$ cat src/rtl/hmq_pkg.sv
package hmq_pkg;

	localparam int CAPACITY   = 512;
	localparam int KEY_BITS   = 32;
	localparam int TAG_BITS   = 10;
	localparam int ADDR_BITS  = $clog2(CAPACITY);
	localparam int CNT_BITS   = $clog2(CAPACITY + 1);
	// wide enough for a right child index of the last slot
	localparam int CHILD_BITS = ADDR_BITS + 2;

	localparam int FIFO_DEPTH    = 2;
	localparam int FIFO_PTR_BITS = $clog2(FIFO_DEPTH);
	localparam int FIFO_CNT_BITS = $clog2(FIFO_DEPTH + 1);

	typedef enum logic {
		OP_INSERT = 1'b0,
		OP_REMOVE = 1'b1
	} op_t;

	typedef enum logic [1:0] {
		ST_DONE  = 2'd0,
		ST_FULL  = 2'd1,
		ST_EMPTY = 2'd2
	} status_t;

	typedef struct packed {
		op_t                 op;
		logic [KEY_BITS-1:0] key;
		logic [TAG_BITS-1:0] tag;
	} cmd_t;

	typedef struct packed {
		logic [KEY_BITS-1:0] key;
		logic [TAG_BITS-1:0] tag;
	} entry_t;

	typedef enum logic [2:0] {
		ENG_IDLE,
		ENG_SWIM,
		ENG_RM_ROOT,
		ENG_RM_LAST,
		ENG_SINK_L,
		ENG_SINK_R,
		ENG_FIN,
		ENG_RESULT
	} eng_state_t;

endpackage

$ cat src/rtl/hmq_front.sv
module hmq_front (
	input  logic                          clk,
	input  logic                          arst_n,
	input  logic                          in_valid,
	output logic                          in_ready,
	input  logic                          func,
	input  logic [hmq_pkg::KEY_BITS-1:0]  item_key,
	input  logic [hmq_pkg::TAG_BITS-1:0]  item_tag,
	output logic                          cmd_valid,
	input  logic                          cmd_ready,
	output hmq_pkg::cmd_t                 cmd
);
	import hmq_pkg::*;

	logic vld_s1;
	cmd_t cmd_s1;
	op_t  op_dec;

	always_comb begin
		case (func)
			1'b0:    op_dec = OP_INSERT;
			1'b1:    op_dec = OP_REMOVE;
			default: op_dec = OP_INSERT;
		endcase
	end

	// take a new transaction whenever the stage is empty or draining
	assign in_ready  = !vld_s1 || cmd_ready;
	assign cmd_valid = vld_s1;
	assign cmd       = cmd_s1;

	always_ff @(posedge clk or negedge arst_n) begin
		if (!arst_n) begin
			vld_s1 <= 1'b0;
		end else if (in_ready) begin
			vld_s1 <= in_valid;
		end
	end

	always_ff @(posedge clk) begin
		if (in_ready && in_valid) begin
			cmd_s1.op  <= op_dec;
			cmd_s1.key <= item_key;
			cmd_s1.tag <= item_tag;
		end
	end

endmodule

$ cat config.mk
export PLATFORM = sky130hd
export DESIGN_NAME = hmq_front
export DESIGN_NICKNAME = d
export VERILOG_FILES = /design/src/rtl/hmq_pkg.sv /design/src/rtl/hmq_front.sv
export SDC_FILE = /design/constraint.sdc
export NUM_CORES = 1
export LEC_CHECK = 0
export ABC_AREA = 1
export BUFFER_PORTS_ARGS = -buffer_cell sky130_fd_sc_hd__buf_2
export CAP_MARGIN = 0
export CELL_PAD_IN_SITES_DETAIL_PLACEMENT = 0
export CELL_PAD_IN_SITES_GLOBAL_PLACEMENT = 1
export CORE_MARGIN = 1
export CORE_UTILIZATION = 30
export CTS_CLUSTER_DIAMETER = 60
export DETAILED_ROUTE_END_ITERATION = 8
export GPL_ROUTABILITY_DRIVEN = 0
export PLACE_DENSITY_LB_ADDON = 0.1
export SLEW_MARGIN = 15
export SYNTH_ARGS = -nofsm -noshare
export SYNTH_HDL_FRONTEND = slang
export SYNTH_SLANG_ARGS = --single-unit
$ cat constraint.sdc
create_clock -name clk -period 3.28 [get_ports clk]
set_input_delay 0.328 -clock clk [delete_from_list [all_inputs] [get_ports clk]]
set_output_delay 0.328 -clock clk [all_outputs]
set_load 0.02 [all_outputs]
==> flow_summary.toml <==
[run_status]
status = "finished, final reports clean"

[clock_network]
cts_buffer_depth = 2
cts_root_buffer = "clkbuf_8"
clk_latency_ps = 280
cts_buffers = 5
tritoncts = "built"
htree_num_levels = 2
path_clk_slew_ps = 80
cts_resized = 0
cts.sinks = 44

[timing]
skew_ps = 3.53
finalSetupViolCount = 0
final-hold-violation-count = 0
slew_violations = 0
fin_tns_setup_ps = 0
rsz0062_at_grt = "false"
max_freq_ghz = 0.578
timing.final.crit_share_pct = 52.7
slew_headroom_pct = 57.6
fin_crit_ps = 1730
worst_pin_slew_ps = 635
worst_slack_ps = 1550

[route]
dr.pass1.iters = 2
vias_per_cell = 3.97
first_iter_violations = 44
num_vias = 794
drcViolationCount = 0
ant_nets = 0
wl_per_cell_um = 12.9
routed_wl_um = 2590

[critical_path]
cp_cell_sequence = "a21oi_4 -> buf_4"
setup.worst_path.start = "cmd_valid$_DFFE_PN0P_"
slowest_delay_ps = 550
crit_slowest_cell = "a21oi_4"
rr_endpoint = "cmd[34]$_DFFE_PP_"
worst-path-buf-inv = 1
cp_max_fo = 24
cp-end-kind = "register"
cp_top_family = "compound AO/OA/AOI/OAI gates"
critPathRequiredTime_ps = 3240
reg2reg_from = "cmd_valid$_DFFE_PN0P_"
r2r_cells = 2
critPathArrivalTime_ps = 1690
worst_setup_path_start_kind = "register"
crit_type = "reg -> reg"
ff2ff_setup_slack_ps = 1550
crit_cells = 2
crit_end = "cmd[34]$_DFFE_PP_"

[cells_and_area]
final_cells = 200
drive_above_1_share_pct = 66.7
diodes = 0
fin_util_pct = 47.4
syn_to_final_growth_pct = 47.1
fillCellCount = 389
final_nets = 196

[power_and_ir_drop]
p_leak_nw = 0.851
internal-power_mw = 0.840
power_frac_comb_pct = 10.3
power_frac_clock_pct = 28.8
p_switching_mw = 0.247
pwr-share-seq_pct = 60.9
ir_drop_mv = 0.295
p_total_mw = 1.09
swShare_pct = 22.7
pwr_density_cell_nw_per_um2 = 553

[die]
rows = 23
core_area_um2 = 4140
initial_core_util_pct = 32.2
ioPinCount = 92
die_h_um = 68.7
dieArea_um2 = 4730
die_w_um = 68.7

[global_route]
antenna_found_initial = 0
grt_max_degree = 25
grt_pass1_wl_um = 3370
grt_pass1_vias = 743
grt_overflow = 0
grt.total_usage_pct = 10.6

[synth]
ys_warn_count = 0
synth_nets = 96
synthCells = 49
ys_seq_elements = 44
synth.distinct_cells = 5
avgSynthCellArea_um2 = 27.3
ys_seq_area_share_pct = 98.5
synthesis.area_um2 = 1340

[flow_run]
max_cap_violations = 0

[hold_path]
hold_path_class = "in -> reg"

[place]
numPortBuffers = 91
dp_cells = 191
pre_cts_ws_ps = 1490
dp_hpwl_um = 2020
[cell usage after synthesis (all sizes together)]
cell type / count / area (µm²)
edfxtp: 43 / 1290
nand2: 2 / 7.51
a21oi: 1 / 5.00
inv: 2 / 7.51
dfrtp: 1 / 25.0
[flip-flops by register name, indices dropped and copies added (netlist names)]
| register | cells |
|---|---|
| cmd | 43 |
| cmd_valid | 1 |
[logic make-up (layout without fill, tap and decap cells)]
| group | Yosys count | in the layout | share of synthesized area (%) |
|---|---|---|---|
| AO/OA/AOI/OAI | 1 | 1 | 0.374 |
| buffers and inverters | 2 | 103 | 0.562 |
| flip-flops | 44 | 44 | 98.5 |
| AND/OR/NAND/NOR | 2 | 2 | 0.562 |
[placed cells by master, fill, tap and decap left out]
| cell | instances |
|---|---|
| buf_2 | 91 |
| edfxtp_1 | 43 |
| clkbuf_8 | 5 |
| inv_1 | 2 |
| nand2_1 | 2 |
| clkinv_2 | 2 |
| a21oi_4 | 1 |
| clkinv_1 | 1 |
| dfrtp_1 | 1 |
| dlygate4sd3_1 | 1 |
| buf_4 | 1 |
[final cells by class]
cell class / count / area [µm²] / share of cell area, %
clock buffer: 5 / 68.8 / 3.50
sequential: 44 / 1320 / 67.0
clock inverter: 3 / 13.8 / 0.700
timing repair buffer: 93 / 473 / 24.1
multi-input combinational: 3 / 23.8 / 1.21
inverter: 2 / 7.51 / 0.382
tap: 50 / 62.6 / 3.18
[per-layer routing]
| metal | routed length, µm | vias to the layer above | track usage, % |
|---|---|---|---|
| met3 | 293 | 4 | 5.10 |
| li1 | - | 389 | - |
| met1 | 948 | 348 | 10.7 |
| met5 | 0 | - | 0 |
| met2 | 1320 | 53 | 18.8 |
| met4 | 25 | 0 | 3.83 |
[worst min path at each step]
| stage | from | end | slack (ps) | depth (start not counted) |
|---|---|---|---|---|
| floorplan | arst_n | cmd_valid$_DFFE_PN0P_ | 30 | 0 |
| global placement | arst_n | cmd_valid$_DFFE_PN0P_ | 100 | 1 |
| detailed placement | arst_n | cmd_valid$_DFFE_PN0P_ | 100 | 1 |
| CTS | item_tag[6] | cmd[6]$_DFFE_PP_ | 200 | 1 |
| global route | item_key[14] | cmd[24]$_DFFE_PP_ | 200 | 1 |
| finish | item_key[21] | cmd[31]$_DFFE_PP_ | 210 | 1 |
[metrics by stage]
stage | area, µm² | hold WS [ps]
final | 1970 | 213
after global routing | 1970 | 198
after CTS | 1970 | 200
after global placement | 1870 | 103
after floorplan | 1340 | 32.4
after detailed placement | 1870 | 104
[repair_timing]
action                                 4_1_cts  5_1_grt
hold buffers                                 1        0
endpoints found under the hold margin        1        0
setup buffers                                0        0
[power by group through the flow]
stage / combinational [mW] / sequential (mW) / clock [mW]
floorplan: 0.0125 / 0.716 / 0
global placement: 0.111 / 0.674 / 0
detailed placement: 0.113 / 0.675 / 0
CTS: 0.114 / 0.662 / 0.326
global route: 0.121 / 0.664 / 0.342
finish: 0.112 / 0.661 / 0.313
Power figures use the tool's default switching activity.
