===== src/rtl/hmq_pkg.sv =====
package hmq_pkg;

	localparam int CAPACITY   = 512;
	localparam int KEY_BITS   = 32;
	localparam int TAG_BITS   = 10;
	localparam int ADDR_BITS  = $clog2(CAPACITY);
	localparam int CNT_BITS   = $clog2(CAPACITY + 1);
	// wide enough for a right child index of the last slot
	localparam int CHILD_BITS = ADDR_BITS + 2;

	localparam int FIFO_DEPTH    = 2;
	localparam int FIFO_PTR_BITS = $clog2(FIFO_DEPTH);
	localparam int FIFO_CNT_BITS = $clog2(FIFO_DEPTH + 1);

	typedef enum logic {
		OP_INSERT = 1'b0,
		OP_REMOVE = 1'b1
	} op_t;

	typedef enum logic [1:0] {
		ST_DONE  = 2'd0,
		ST_FULL  = 2'd1,
		ST_EMPTY = 2'd2
	} status_t;

	typedef struct packed {
		op_t                 op;
		logic [KEY_BITS-1:0] key;
		logic [TAG_BITS-1:0] tag;
	} cmd_t;

	typedef struct packed {
		logic [KEY_BITS-1:0] key;
		logic [TAG_BITS-1:0] tag;
	} entry_t;

	typedef enum logic [2:0] {
		ENG_IDLE,
		ENG_SWIM,
		ENG_RM_ROOT,
		ENG_RM_LAST,
		ENG_SINK_L,
		ENG_SINK_R,
		ENG_FIN,
		ENG_RESULT
	} eng_state_t;

endpackage


===== src/rtl/hmq_cmd_fifo.sv =====
module hmq_cmd_fifo (
	input  logic          clk,
	input  logic          arst_n,
	input  logic          push_valid,
	output logic          push_ready,
	input  hmq_pkg::cmd_t push_cmd,
	output logic          pop_valid,
	input  logic          pop,
	output hmq_pkg::cmd_t pop_cmd
);
	import hmq_pkg::*;

	cmd_t                     slots[FIFO_DEPTH];
	logic [FIFO_PTR_BITS-1:0] wr_ptr_q;
	logic [FIFO_PTR_BITS-1:0] rd_ptr_q;
	logic [FIFO_CNT_BITS-1:0] count_q;
	logic                     do_push;
	logic                     do_pop;

	assign push_ready = count_q != FIFO_CNT_BITS'(FIFO_DEPTH);
	assign pop_valid  = count_q != '0;
	assign pop_cmd    = slots[rd_ptr_q];
	assign do_push    = push_valid && push_ready;
	assign do_pop     = pop && pop_valid;

	always_ff @(posedge clk or negedge arst_n) begin
		if (!arst_n) begin
			wr_ptr_q <= '0;
			rd_ptr_q <= '0;
			count_q  <= '0;
		end else begin
			if (do_push) begin
				wr_ptr_q <= (wr_ptr_q == FIFO_PTR_BITS'(FIFO_DEPTH - 1)) ? '0
					: wr_ptr_q + FIFO_PTR_BITS'(1);
			end
			if (do_pop) begin
				rd_ptr_q <= (rd_ptr_q == FIFO_PTR_BITS'(FIFO_DEPTH - 1)) ? '0
					: rd_ptr_q + FIFO_PTR_BITS'(1);
			end
			if (do_push && !do_pop) begin
				count_q <= count_q + FIFO_CNT_BITS'(1);
			end else if (do_pop && !do_push) begin
				count_q <= count_q - FIFO_CNT_BITS'(1);
			end
		end
	end

	always_ff @(posedge clk) begin
		if (do_push) begin
			slots[wr_ptr_q] <= push_cmd;
		end
	end

endmodule


===== config.mk =====
export PLATFORM = sky130hd
export DESIGN_NAME = hmq_cmd_fifo
export DESIGN_NICKNAME = d
export VERILOG_FILES = /design/src/rtl/hmq_pkg.sv /design/src/rtl/hmq_cmd_fifo.sv
export SDC_FILE = /design/constraint.sdc
export NUM_CORES = 1
export LEC_CHECK = 0
export ABC_AREA = 1
export BUFFER_PORTS_ARGS = -buffer_cell sky130_fd_sc_hd__buf_2
export CAP_MARGIN = 20
export CELL_PAD_IN_SITES_DETAIL_PLACEMENT = 0
export CELL_PAD_IN_SITES_GLOBAL_PLACEMENT = 1
export CORE_UTILIZATION = 44
export DETAILED_ROUTE_END_ITERATION = 7
export PLACE_DENSITY = 0.79
export SLEW_MARGIN = 5
export SYNTH_ARGS = -nofsm -noshare
export SYNTH_HDL_FRONTEND = slang
export SYNTH_SLANG_ARGS = --single-unit
export TNS_END_PERCENT = 10

===== constraint.sdc =====
create_clock -name clk -period 9.1 [get_ports clk]
set_clock_uncertainty 0.15 [all_clocks]
set_input_delay 0.91 -clock clk [delete_from_list [all_inputs] [get_ports clk]]
set_output_delay 0.91 -clock clk [all_outputs]
set_load 0.05 [all_outputs]

==> results.txt, run 1 <==
The run finished with clean final reports. The worst reg-to-reg path cell count came out at 5. The number of buffers inserted by port buffering came out at 91. The first TritonRoute pass finished after 4 iterations.

The tightest slew margin relative to the limit came out at 40.2%. Setup repair after global routing left no endpoint under its margin. The starting density of the core is 46.5%. After detailed routing, the average wire length per cell comes to 13.0 um. The DRC violations left came out at 0. Synthesis produced a netlist with a net count of 301.

The root buffer selected by CTS is sky130_fd_sc_hd__clkbuf_8. The number of global-route vias before repair is 2,029. The summed negative setup slack over all endpoints is 0 ns. The number of antenna violations at the first check in global routing is 0.

After synthesis, flip-flops and latches occupy 78.4% of the total area. The endpoint identified for the worst register-to-register timing path is slots[1][18]. The count of inserted antenna diode cells came out at 0.

The half-perimeter wire length of the detailed placement result came out at 3.73 mm. Of the cells placed in the final design, the portion with a size suffix greater than 1 is 35.1%. The count of final hold-check violations is 0. The peak fanout along the critical path came out at 45. Compared with the post-synthesis result, the final layout area differs by 19.7%. The setup violation total in the final timing report came out at 0. The placer congestion estimate came out at 0.736. The buffer count from post-CTS setup fixing is 0.

After layout, the minimum clock period comes to 3.08 ns. For this run, the total global-route usage over all layers was measured as 15.2%. The arrival time of data at the critical path endpoint is 2.02 ns. Clock latency on the worst-skew pair, taken at its later pin, is 0.33 ns. The area of the die came out at 8140 sq um. The maximum achievable frequency is 0.324 GHz. For this design the top-level I/O count stands at 92.

The most critical setup path has its startpoint at rd_ptr_q. The count of standard-cell rows came out at 31. The max-slew violation count came out at 0.

The kind of critical path is reg -> out. The remaining number of nets flagged by the antenna check after routing is 0. The average via count per standard cell is 4.48. The actual slew at the worst max-slew pin is 0.897 ns. After synthesis, the netlist uses 16 different library cells. The critical register-to-register path startpoint is count_q[0]. In this run the number of H-tree levels came out at 3.

The type of the tightest min-delay check is in -> async. Setup slack on the worst reg-to-reg path comes out at 7.06 ns. The net count of the finished layout came out at 396. The first-pass GRT wire length came out at 9.45 mm.

The average size of a mapped cell is 13.5 sq um. The critical path ends at pop_cmd[22]. The die width came out at 90.2 um. The number of hold buffers added after cts came out at 0. After global routing the overflow that remains totals 0.

The number of maximum-capacitance constraint violations came out at 0. After the first detailed-routing iteration, the DRC count stood at 75. The overall routed net length came out at 5.89 mm. The number of warnings issued by yosys came out at 0. Data on the critical path is required at its endpoint by 8.04 ns.

The number of sinks on the clock net is 90. The period utilization is 33.9%. Counting flops and latches in the post-synthesis netlist gives 90. The die is 90.2 um tall.

The longest clock path from root to sink contains 2 buffers. STA classifies the critical path startpoint as a flip-flop. The clock-pin slew on the worst setup and hold paths is 0.08 ns. The synthesized instance count came out at 253.

The total of cells resized after clock tree synthesis came out at 0. Buffers inserted during clock tree synthesis total 9. TritonCTS built the clock tree. The endpoint type of the worst setup path is an output port. The total number of vias is 2,023.

The area inside the core boundary came out at 7370 sq um. Entering global routing, the biggest net connects 46 pins. The synthesized area is 3420 sq um.
-- per-layer routing --
metal,vias to the layer above,share of wire [%],GRT usage [%]
met5,-,0,0
met4,0,1.0,6.32
met3,6,6.8,5.08
met2,80,47,24.2
met1,907,45,19.0
li1,1030,-,-
-- cells in the mapped netlist (all sizes together) --
cell type / count / area share, %
nand3: 2 / 0.29
nor2: 2 / 0.22
ha: 1 / 0.37
edfxtp: 86 / 75
dfrtp: 4 / 2.9
nand2: 139 / 16
buf: 9 / 2.9
inv: 7 / 0.99
xor2: 1 / 0.26
nand4: 1 / 0.18
xnor2: 1 / 0.26
-- metrics by stage --
stage | std cells | utilization (%) | hold slack [ns] | cell area [sq um] | setup slack, ns
2_1_floorplan | 253 | - | 0.331 | 3420 | 5.70
3_3_place_gp | 436 | 53.4 | 0.349 | 3940 | 6.34
3_5_place_dp | 436 | 53.4 | 0.361 | 3940 | 6.35
4_1_cts | 452 | 55.6 | 0.199 | 4100 | 5.98
5_1_grt | 452 | 55.6 | 0.197 | 4100 | 5.85
6_report | 452 | 55.6 | 0.215 | 4100 | 6.02
-- flip-flops by register name, summed over array words and instances, names as in the netlist --
name,cells
slots,86
count_q,2
rd_ptr_q,1
wr_ptr_q,1
-- final cells by class --
class | count | area [sq um]
inverters | 7 | 33.8
clock inverters | 4 | 18.8
fillers | 649 | 3270
flip-flops and latches | 90 | 2680
well taps | 99 | 124
clock buffers | 12 | 145
multi-input cells | 147 | 623
repair buffers | 93 | 470
-- cell usage in the layout (no fill, tap or decap) --
cell type,count
sky130_fd_sc_hd__nand2_2,13
sky130_fd_sc_hd__clkbuf_1,2
sky130_fd_sc_hd__inv_1,5
sky130_fd_sc_hd__clkbuf_8,10
sky130_fd_sc_hd__dfrtp_1,3
sky130_fd_sc_hd__edfxtp_1,86
sky130_fd_sc_hd__clkinv_1,1
sky130_fd_sc_hd__xor2_1,1
sky130_fd_sc_hd__nand2_1,126
sky130_fd_sc_hd__inv_2,1
sky130_fd_sc_hd__nand4_1,1
sky130_fd_sc_hd__buf_2,91
sky130_fd_sc_hd__clkinv_2,3
sky130_fd_sc_hd__inv_8,1
sky130_fd_sc_hd__nor2_4,2
sky130_fd_sc_hd__ha_1,1
sky130_fd_sc_hd__dfrtp_2,1
sky130_fd_sc_hd__buf_4,2
sky130_fd_sc_hd__nand3_1,2
sky130_fd_sc_hd__xnor2_1,1
-- cells by family after synthesis --
group         Yosys count  share of synthesized area, %
fa+ha+maj               1                         0.365
simple gates          144                          16.9
flops                  90                          78.4
buf+inv                16                          3.87
xor+xnor                2                         0.512
-- critical path, stage by stage, from the launching register on --
cell and delay (ns):
sky130_fd_sc_hd__dfrtp_2 0.96, sky130_fd_sc_hd__inv_8 0.25, sky130_fd_sc_hd__nand2_1 0.14, sky130_fd_sc_hd__nand2_1 0.09
sky130_fd_sc_hd__buf_2 0.22
-- worst min path at each step --
stage,from,cells after the start,endpoint,slack [ns]
global route,arst_n,1,count_q[0],0.20
finish,arst_n,1,count_q[1],0.22
floorplan,count_q[1],2,count_q[1],0.33
global placement,count_q[1],2,count_q[1],0.35
CTS,arst_n,1,count_q[1],0.20
detailed placement,count_q[1],2,count_q[1],0.36
Power of run 1 is not shown: default switching activity piles up to over one toggle a cycle in this logic, so the estimate is an artifact.
==> run 2, diff against run 1 <==
--- a/config.mk
+++ b/config.mk
@@ -10,9 +10,9 @@
 export CAP_MARGIN = 20
 export CELL_PAD_IN_SITES_DETAIL_PLACEMENT = 0
 export CELL_PAD_IN_SITES_GLOBAL_PLACEMENT = 1
-export CORE_UTILIZATION = 44
+export CORE_UTILIZATION = 37
 export DETAILED_ROUTE_END_ITERATION = 7
-export PLACE_DENSITY = 0.79
+export PLACE_DENSITY = 0.71
 export SLEW_MARGIN = 5
 export SYNTH_ARGS = -nofsm -noshare
 export SYNTH_HDL_FRONTEND = slang
==> constraint.sdc (replaced) <==
create_clock -name clk -period 2.66 [get_ports clk]
set_clock_uncertainty 0.15 [all_clocks]
set_input_delay 0.266 -clock clk [delete_from_list [all_inputs] [get_ports clk]]
set_output_delay 0.266 -clock clk [all_outputs]
set_load 0.05 [all_outputs]
==> results.txt, run 2 (same netlist as run 1, synthesis figures left out) <==
The arrival time of data at the critical path endpoint came out at 1.92 ns (-0.10 ns). The clock-pin slew on the worst setup and hold paths is 0.09 ns (about the same). The die width came out at 98.2 um (+8.8%). The number of H-tree levels came out at 3 (unchanged). Setup repair after global routing left no endpoint under its margin.

The type of the tightest min-delay check is in -> reg. The DRC violations left was 7 (+7). The maximum achievable frequency is 0.427 GHz. The beginning of the critical path is rd_ptr_q. The peak fanout along the critical path came out at 32 (-29%). The number of maximum-capacitance constraint violations came out at 0 (unchanged). The placed instance area is 3980 sq um (+1.1%). The count of standard-cell rows came out at 34 (+9.7%). The number of antenna violations at the first check in global routing came out at 0 (unchanged). The register with the most flip-flops in the final layout is slots. Leaving out fill and tap cells, the most frequent cells in the layout are 126 x sky130_fd_sc_hd__nand2_1, 91 x sky130_fd_sc_hd__buf_2, 86 x sky130_fd_sc_hd__edfxtp_1. The half-perimeter wire length of the detailed placement result is 3.84 mm (+3.1%). The overall global routing resource usage is 13.5% (-1.6 points). The overall routed net length is 6.20 mm (+5.2%).

The setup violation total in the final timing report came out at 0 (unchanged). On the critical path, the stage with the largest delay is an instance of sky130_fd_sc_hd__dfrtp_2. The starting density of the core came out at 38.7% (-7.8 points). The summed negative setup slack over all endpoints was 0 ns (unchanged). The number of sinks on the clock net came to 90 (unchanged).

The pin count of the biggest net entering global routing is 45 (-2.2%). The number of global-route vias before repair came out at 2,088 (+2.9%). The area overhead of the layout relative to synthesis is 34.8%.

The checks that failed: DRC. The placer congestion estimate is 0.699 (-5.0%). The register-to-register path setup slack was 0.97 ns (-6.09 ns). The residual overflow from global routing came out at 0 (unchanged). The post-route minimum period is 2.34 ns.

The remaining number of nets flagged by the antenna check after routing came out at 0 (unchanged). The worst supply voltage drop on vdd came out at 0.562 mV. The ratio of total power to cell area is 1210 nW/um^2.

Traced cell by cell, the critical path runs through buf_4, nand2_1, nand2_1, buf_2. The stage delay of the slowest cell on the critical path came to 0.79 ns (-0.17 ns). The share of post-route cells with drive strength above 1 came out at 32.2% (-3.0 points).

The tightest slew margin relative to the limit is 57.3% (+17 points). The total of cells resized after clock tree synthesis is 0 (unchanged). TritonCTS built the clock tree. The chip height came out at 98.2 um (+8.8%).

The total number of vias is 2,141 (+5.8%). The count of inserted antenna diode cells is 0 (unchanged). The clock tree buffer depth came out at 2 (unchanged). The library cell used most frequently in the layout, excluding fill and tap cells, is sky130_fd_sc_hd__nand2_1.

The area of the die came to 9640 sq um (+18%). The number of buffers inserted by port buffering is 91 (unchanged). The total of fill cells in the finished design came out at 782 (+20%).

The average via count per standard cell came out at 4.23 (-5.5%). The first-pass GRT wire length came to 9.86 mm (+4.3%). The max-slew violation count is 0 (unchanged). The worst reg-to-reg path cell count came out at 5 (unchanged). The insertion delay to the later sink of the worst-skew pair came out at 0.34 ns (about the same).

The largest registers in the layout are slots (86), count_q (2). The final critical path takes up 88.0% of the cycle. The total clock buffers created by CTS is 9 (unchanged). The worst hold path startpoint is pop.

The post-layout instance area was 4610 sq um (+13%). The area inside the core boundary came out at 8850 sq um (+20%). The data required time at the worst endpoint came out at 2.24 ns (-5.80 ns). The first-pass detailed-route iteration total is 8 (+4). The count of final hold-check violations is 0 (unchanged). The number of flip-flops in the largest register came out at 86 (unchanged). The termination of the worst setup path is pop_cmd[13]. The most prevalent standard cell on the critical path is sky130_fd_sc_hd__nand2_1. The net count of the finished layout came out at 441 (+11%). The detail-routed net length per standard cell is 12.2 um (-6.0%).

The worst setup path is of the reg -> out kind. The endpoint identified for the worst register-to-register timing path is slots[1][3]. The number of violations reported at the end of detailed-routing iteration 0 is 64 (-15%). The completed layout was analyzed and its total power is 0.00558 W. The boundary pin count is 92 (unchanged).

The worst setup path is launched from a flip-flop. The actual slew at the worst max-slew pin is 0.640 ns (-0.257 ns). In this run the critical register-to-register path is launched from count_q[0]. The flow ran to the end, but the final reports show violations. The static leakage is 1.97 nW. CTS placed an instance of sky130_fd_sc_hd__clkbuf_8 at the clock tree root. STA classifies the critical path endpoint as an output port.
[run 2: cell types whose count changed in the layout (fill, tap and decap cells not counted), sizes merged]
cell         change
bufinv           +1
clkbuf           -3
clkinv           -2
dlygate4sd3     +44
buf              +1
clkinvlp         +4
[run 2: report_power, final]
group / switching [W] / internal [W] / leakage, nW
logic: 0.00203 / 0.000572 / 1.04
clock network: 0.000454 / 0.000430 / 0.0873
registers: 0.000165 / 0.00194 / 0.847
total: 0.00265 / 0.00294 / 1.97
[run 2: area by class of cell]
| type | instances | area [sq um] | share of cell area [%] |
|---|---|---|---|
| inverters | 7 | 33.8 | 0.732 |
| well taps | 108 | 135 | 2.93 |
| flip-flops and latches | 90 | 2680 | 58.2 |
| clock inverters | 7 | 70.1 | 1.52 |
| multi-input cells | 147 | 623 | 13.5 |
| repair buffers | 138 | 943 | 20.5 |
| clock buffers | 9 | 124 | 2.69 |
[run 2: worst min path at each step]
| stage | endpoint | slack, ns | depth (start not counted) |
|---|---|---|---|
| detailed placement | count_q[1] | -0.07 | 1 |
| global placement | count_q[1] | -0.07 | 1 |
| CTS | rd_ptr_q | 0.01 | 3 |
| floorplan | count_q[0] | -0.18 | 0 |
| global route | rd_ptr_q | 0.03 | 3 |
| finish | rd_ptr_q | 0.03 | 3 |
[run 2: timing repair]
action	in CTS	in global routing
endpoints found under the hold margin	90	0
setup buffers	0	0
hold buffers	44	0
[run 2: worst max-delay path: cells and delay by family, from the launching register on]
kind          cells  cell delay (ns)
flops             1             0.79
buf+inv           2             0.59
simple gates      2             0.18
[run 2: metal layers]
metal	up-vias	wire length, um	global-route usage, %
li1	1120	-	-
met1	951	2860	17.1
met2	62	2950	22.6
met3	8	307	3.01
met4	0	85	5.51
met5	-	0	0
[run 2: through the flow]
stage	utilization, %	worst slack, ns	std cells	hold slack (ns)
6_report	52.1	0.320	506	0.0337
5_1_grt	52.1	0.176	506	0.0333
4_1_cts	52.1	0.263	506	0.0126
3_5_place_dp	45.0	0.659	446	-0.0688
3_3_place_gp	45.0	0.666	446	-0.0708
2_1_floorplan	-	-0.542	253	-0.180
No activity file was read; power rests on OpenSTA's default activity.
==> run 3, diff against run 2 <==
--- a/config.mk
+++ b/config.mk
@@ -12,7 +12,7 @@
 export CELL_PAD_IN_SITES_GLOBAL_PLACEMENT = 1
 export CORE_UTILIZATION = 37
 export DETAILED_ROUTE_END_ITERATION = 7
-export PLACE_DENSITY = 0.71
+export PLACE_DENSITY = 0.8
 export SLEW_MARGIN = 5
 export SYNTH_ARGS = -nofsm -noshare
 export SYNTH_HDL_FRONTEND = slang
==> results.txt, run 3 (same netlist as run 1, synthesis figures left out) <==
The actual slew at the worst max-slew pin came to 0.607 ns (-0.0326 ns). The total of fill cells in the finished design came out at 788 (+0.77%). The part of the power in the clock network is 14.4% (-1.4 points). The critical path is of the reg -> out type.

The pin count of the biggest net entering global routing is 45 (unchanged). The residual overflow from global routing came out at 0 (unchanged). The number of H-tree levels is 3 (unchanged). The area inside the core boundary is 8850 sq um (unchanged). The number of maximum-capacitance constraint violations came to 0 (unchanged). The clock-pin slew on the worst setup and hold paths came to 0.08 ns (about the same).

The starting density of the core is 38.7% (unchanged). The combinational share of power was 47.3% (+0.7 points). The number of sinks on the clock net was 90 (unchanged). In the final layout, the registers with the most flip-flops are slots (86), count_q (2).

The critical path goes through buf_4, nand2_1, nand2_1, buf_2. The insertion delay to the later sink of the worst-skew pair came to 0.34 ns (about the same). The total number of vias is 2,214 (+3.4%). The root buffer selected by CTS is sky130_fd_sc_hd__clkbuf_8. The max-slew violation count is 0 (unchanged). The number of buffers inserted by port buffering came out at 91 (unchanged). The area overhead of the layout relative to synthesis is 33.8%.

The worst supply voltage drop on vdd is 0.659 mV (+17%). The static leakage is 1.97 nW (about the same). The sequential share of power is 38.3% (+0.7 points). The average via count per standard cell is 4.36 (+3.0%).

The chip height is 98.2 um (unchanged). The total of cells resized after clock tree synthesis came out at 0 (unchanged). The overall routed net length came out at 6.36 mm (+2.7%). The half-perimeter wire length of the detailed placement result came to 4.07 mm (+5.9%).

The library cell used most frequently in the layout, excluding fill and tap cells, is sky130_fd_sc_hd__nand2_1. The die width came to 98.2 um (unchanged). The number of flip-flops in the largest register is 86 (unchanged).

The period utilization came to 84.4% (-3.6 points). The buffer count from post-CTS setup fixing is 0 (unchanged). The setup violation total in the final timing report is 0 (unchanged).

The multi-input combinational cell area came out at 623 sq um (unchanged). The run finished with clean final reports. The net count of the finished layout came out at 443 (+0.45%). slots holds more flip-flops than any other register. The maximum achievable frequency came out at 0.446 GHz (+4.3%).

The tightest slew margin relative to the limit came out at 59.5% (+2.2 points). The count of final hold-check violations was 0 (unchanged). The peak fanout along the critical path was 29 (-9.4%). In this design, the critical path's most frequently occurring cell is sky130_fd_sc_hd__nand2_1.

The total net switching power is 0.00265 W (about the same). The first-pass GRT wire length was 10.4 mm (+5.5%). The number of antenna violations at the first check in global routing is 0 (unchanged). The placed instance area was 3970 sq um (-0.25%). The stage delay of the slowest cell on the critical path is 0.76 ns (-0.03 ns).

The remaining number of nets flagged by the antenna check after routing is 0 (unchanged). The number of global-route vias before repair came to 2,241 (+7.3%). The count of standard-cell rows came to 34 (unchanged). The area of the die came out at 9640 sq um (unchanged). The type of the tightest min-delay check is in -> reg.

The data required time at the worst endpoint came out at 2.24 ns (about the same). The clock tree from TritonCTS is built. The endpoint type of the worst setup path is an output port. The number of hold buffers added after cts was 44 (unchanged). The overall global routing resource usage came out at 14.2% (+0.72 points). The count of inserted antenna diode cells is 0 (unchanged). The library cells used most frequently in the layout, excluding fill and tap cells, are 126 x sky130_fd_sc_hd__nand2_1, 91 x sky130_fd_sc_hd__buf_2, 86 x sky130_fd_sc_hd__edfxtp_1.

The post-layout instance area is 4580 sq um (-0.73%). The arrival time of data at the critical path endpoint came out at 1.83 ns (-0.09 ns). The post-route minimum period came out at 2.24 ns (-0.0957 ns).

The worst setup slack before clock tree synthesis came out at 0.732 ns (+0.0734 ns). On the critical path, the stage with the largest delay is an instance of sky130_fd_sc_hd__dfrtp_2. The worst setup path is launched from a flip-flop. The total internal power is 0.00284 W (-3.5%). The register-to-register path setup slack is 1.05 ns (+0.08 ns). The placer congestion estimate came out at 0.614 (-12%). The area taken by flip-flops and latches is 2680 sq um (unchanged). The clock tree buffer depth is 2 (unchanged).

The DRC violations left came out at 0 (-7). The switching power share of the total is 48.3% (+0.88 points). The share of post-route cells with drive strength above 1 came to 32.0% (-0.16 points). The first-pass detailed-route iteration total came out at 6 (-2).

The number of violations reported at the end of detailed-routing iteration 0 came out at 56 (-13%). The total clock buffers created by CTS came to 9 (unchanged). The boundary pin count was 92 (unchanged). The ratio of total power to cell area is 1200 nW/um^2 (-1.1%). The post-layout worst setup margin came out at 0.416 ns (+0.0957 ns).

Setup repair after global routing left no endpoint under its margin. The detail-routed net length per standard cell is 12.5 um (+2.3%).
==> run 3: changes by cell type in the layout (fill, tap and decap cells not counted) <==
cell	before	now
sky130_fd_sc_hd__buf_4	1	5
sky130_fd_sc_hd__clkinvlp_4	4	1
sky130_fd_sc_hd__buf_12	2	0
sky130_fd_sc_hd__clkinv_4	0	2
sky130_fd_sc_hd__bufinv_16	1	0
sky130_fd_sc_hd__clkbuf_1	0	1
sky130_fd_sc_hd__clkinv_1	0	1
sky130_fd_sc_hd__clkinv_2	2	1
sky130_fd_sc_hd__inv_6	0	1
==> run 3: worst max-delay path, delay by kind of cell, from the launching register on <==
kind	cells	cell delay (ns)
DFF	1	0.76
and+or+nand+nor	2	0.15
buffers and inverters	2	0.58
==> run 3: layout make-up <==
class                   instances  share of cell area [%]
clock buffers                  10                    2.79
inverters                       7                   0.738
multi-input cells             147                    13.6
clock inverters                 6                   0.929
flip-flops and latches         90                    58.6
repair buffers                140                    20.4
well taps                     108                    2.95
==> run 3: path summary, 6_finish.rpt <==
path                             from          end  cells after the start
max                          rd_ptr_q  pop_cmd[37]                      4
max reg2reg                count_q[0]   count_q[1]                      9
max in group asynchronous      arst_n     rd_ptr_q                      2
min reg2reg                count_q[1]   count_q[1]                      2
min in group asynchronous      arst_n   count_q[1]                      2
min                               pop     rd_ptr_q                      3
==> run 3: metrics by stage <==
step	setup TNS [ns]	power [W]	hold slack, ns	instances	util (%)
after global routing	0	0.00580	0.0173	508	51.8
after floorplan	-46.63	0.00420	-0.180	253	-
after global placement	0	0.00469	-0.0622	448	44.9
after CTS	0	0.00557	0.0173	508	51.8
final	0	0.00548	0.0358	508	51.8
after detailed placement	0	0.00472	-0.0615	448	44.9
==> run 3: power groups by stage <==
stage / sequential, W / combinational, W / clock, W
final: 0.00210 / 0.00259 / 0.000791
after detailed placement: 0.00214 / 0.00258 / 0
after CTS: 0.00211 / 0.00263 / 0.000827
after global placement: 0.00213 / 0.00256 / 0
after global routing: 0.00214 / 0.00278 / 0.000880
after floorplan: 0.00206 / 0.00214 / 0
==> run 3: routing by layer <==
metal | wire length (um) | track usage, % | vias to the layer above
met5 | 0 | 0 | -
met4 | 42 | 2.99 | 0
met3 | 331 | 4.80 | 4
met2 | 3430 | 27.1 | 66
met1 | 2560 | 15.2 | 1019
li1 | - | - | 1125
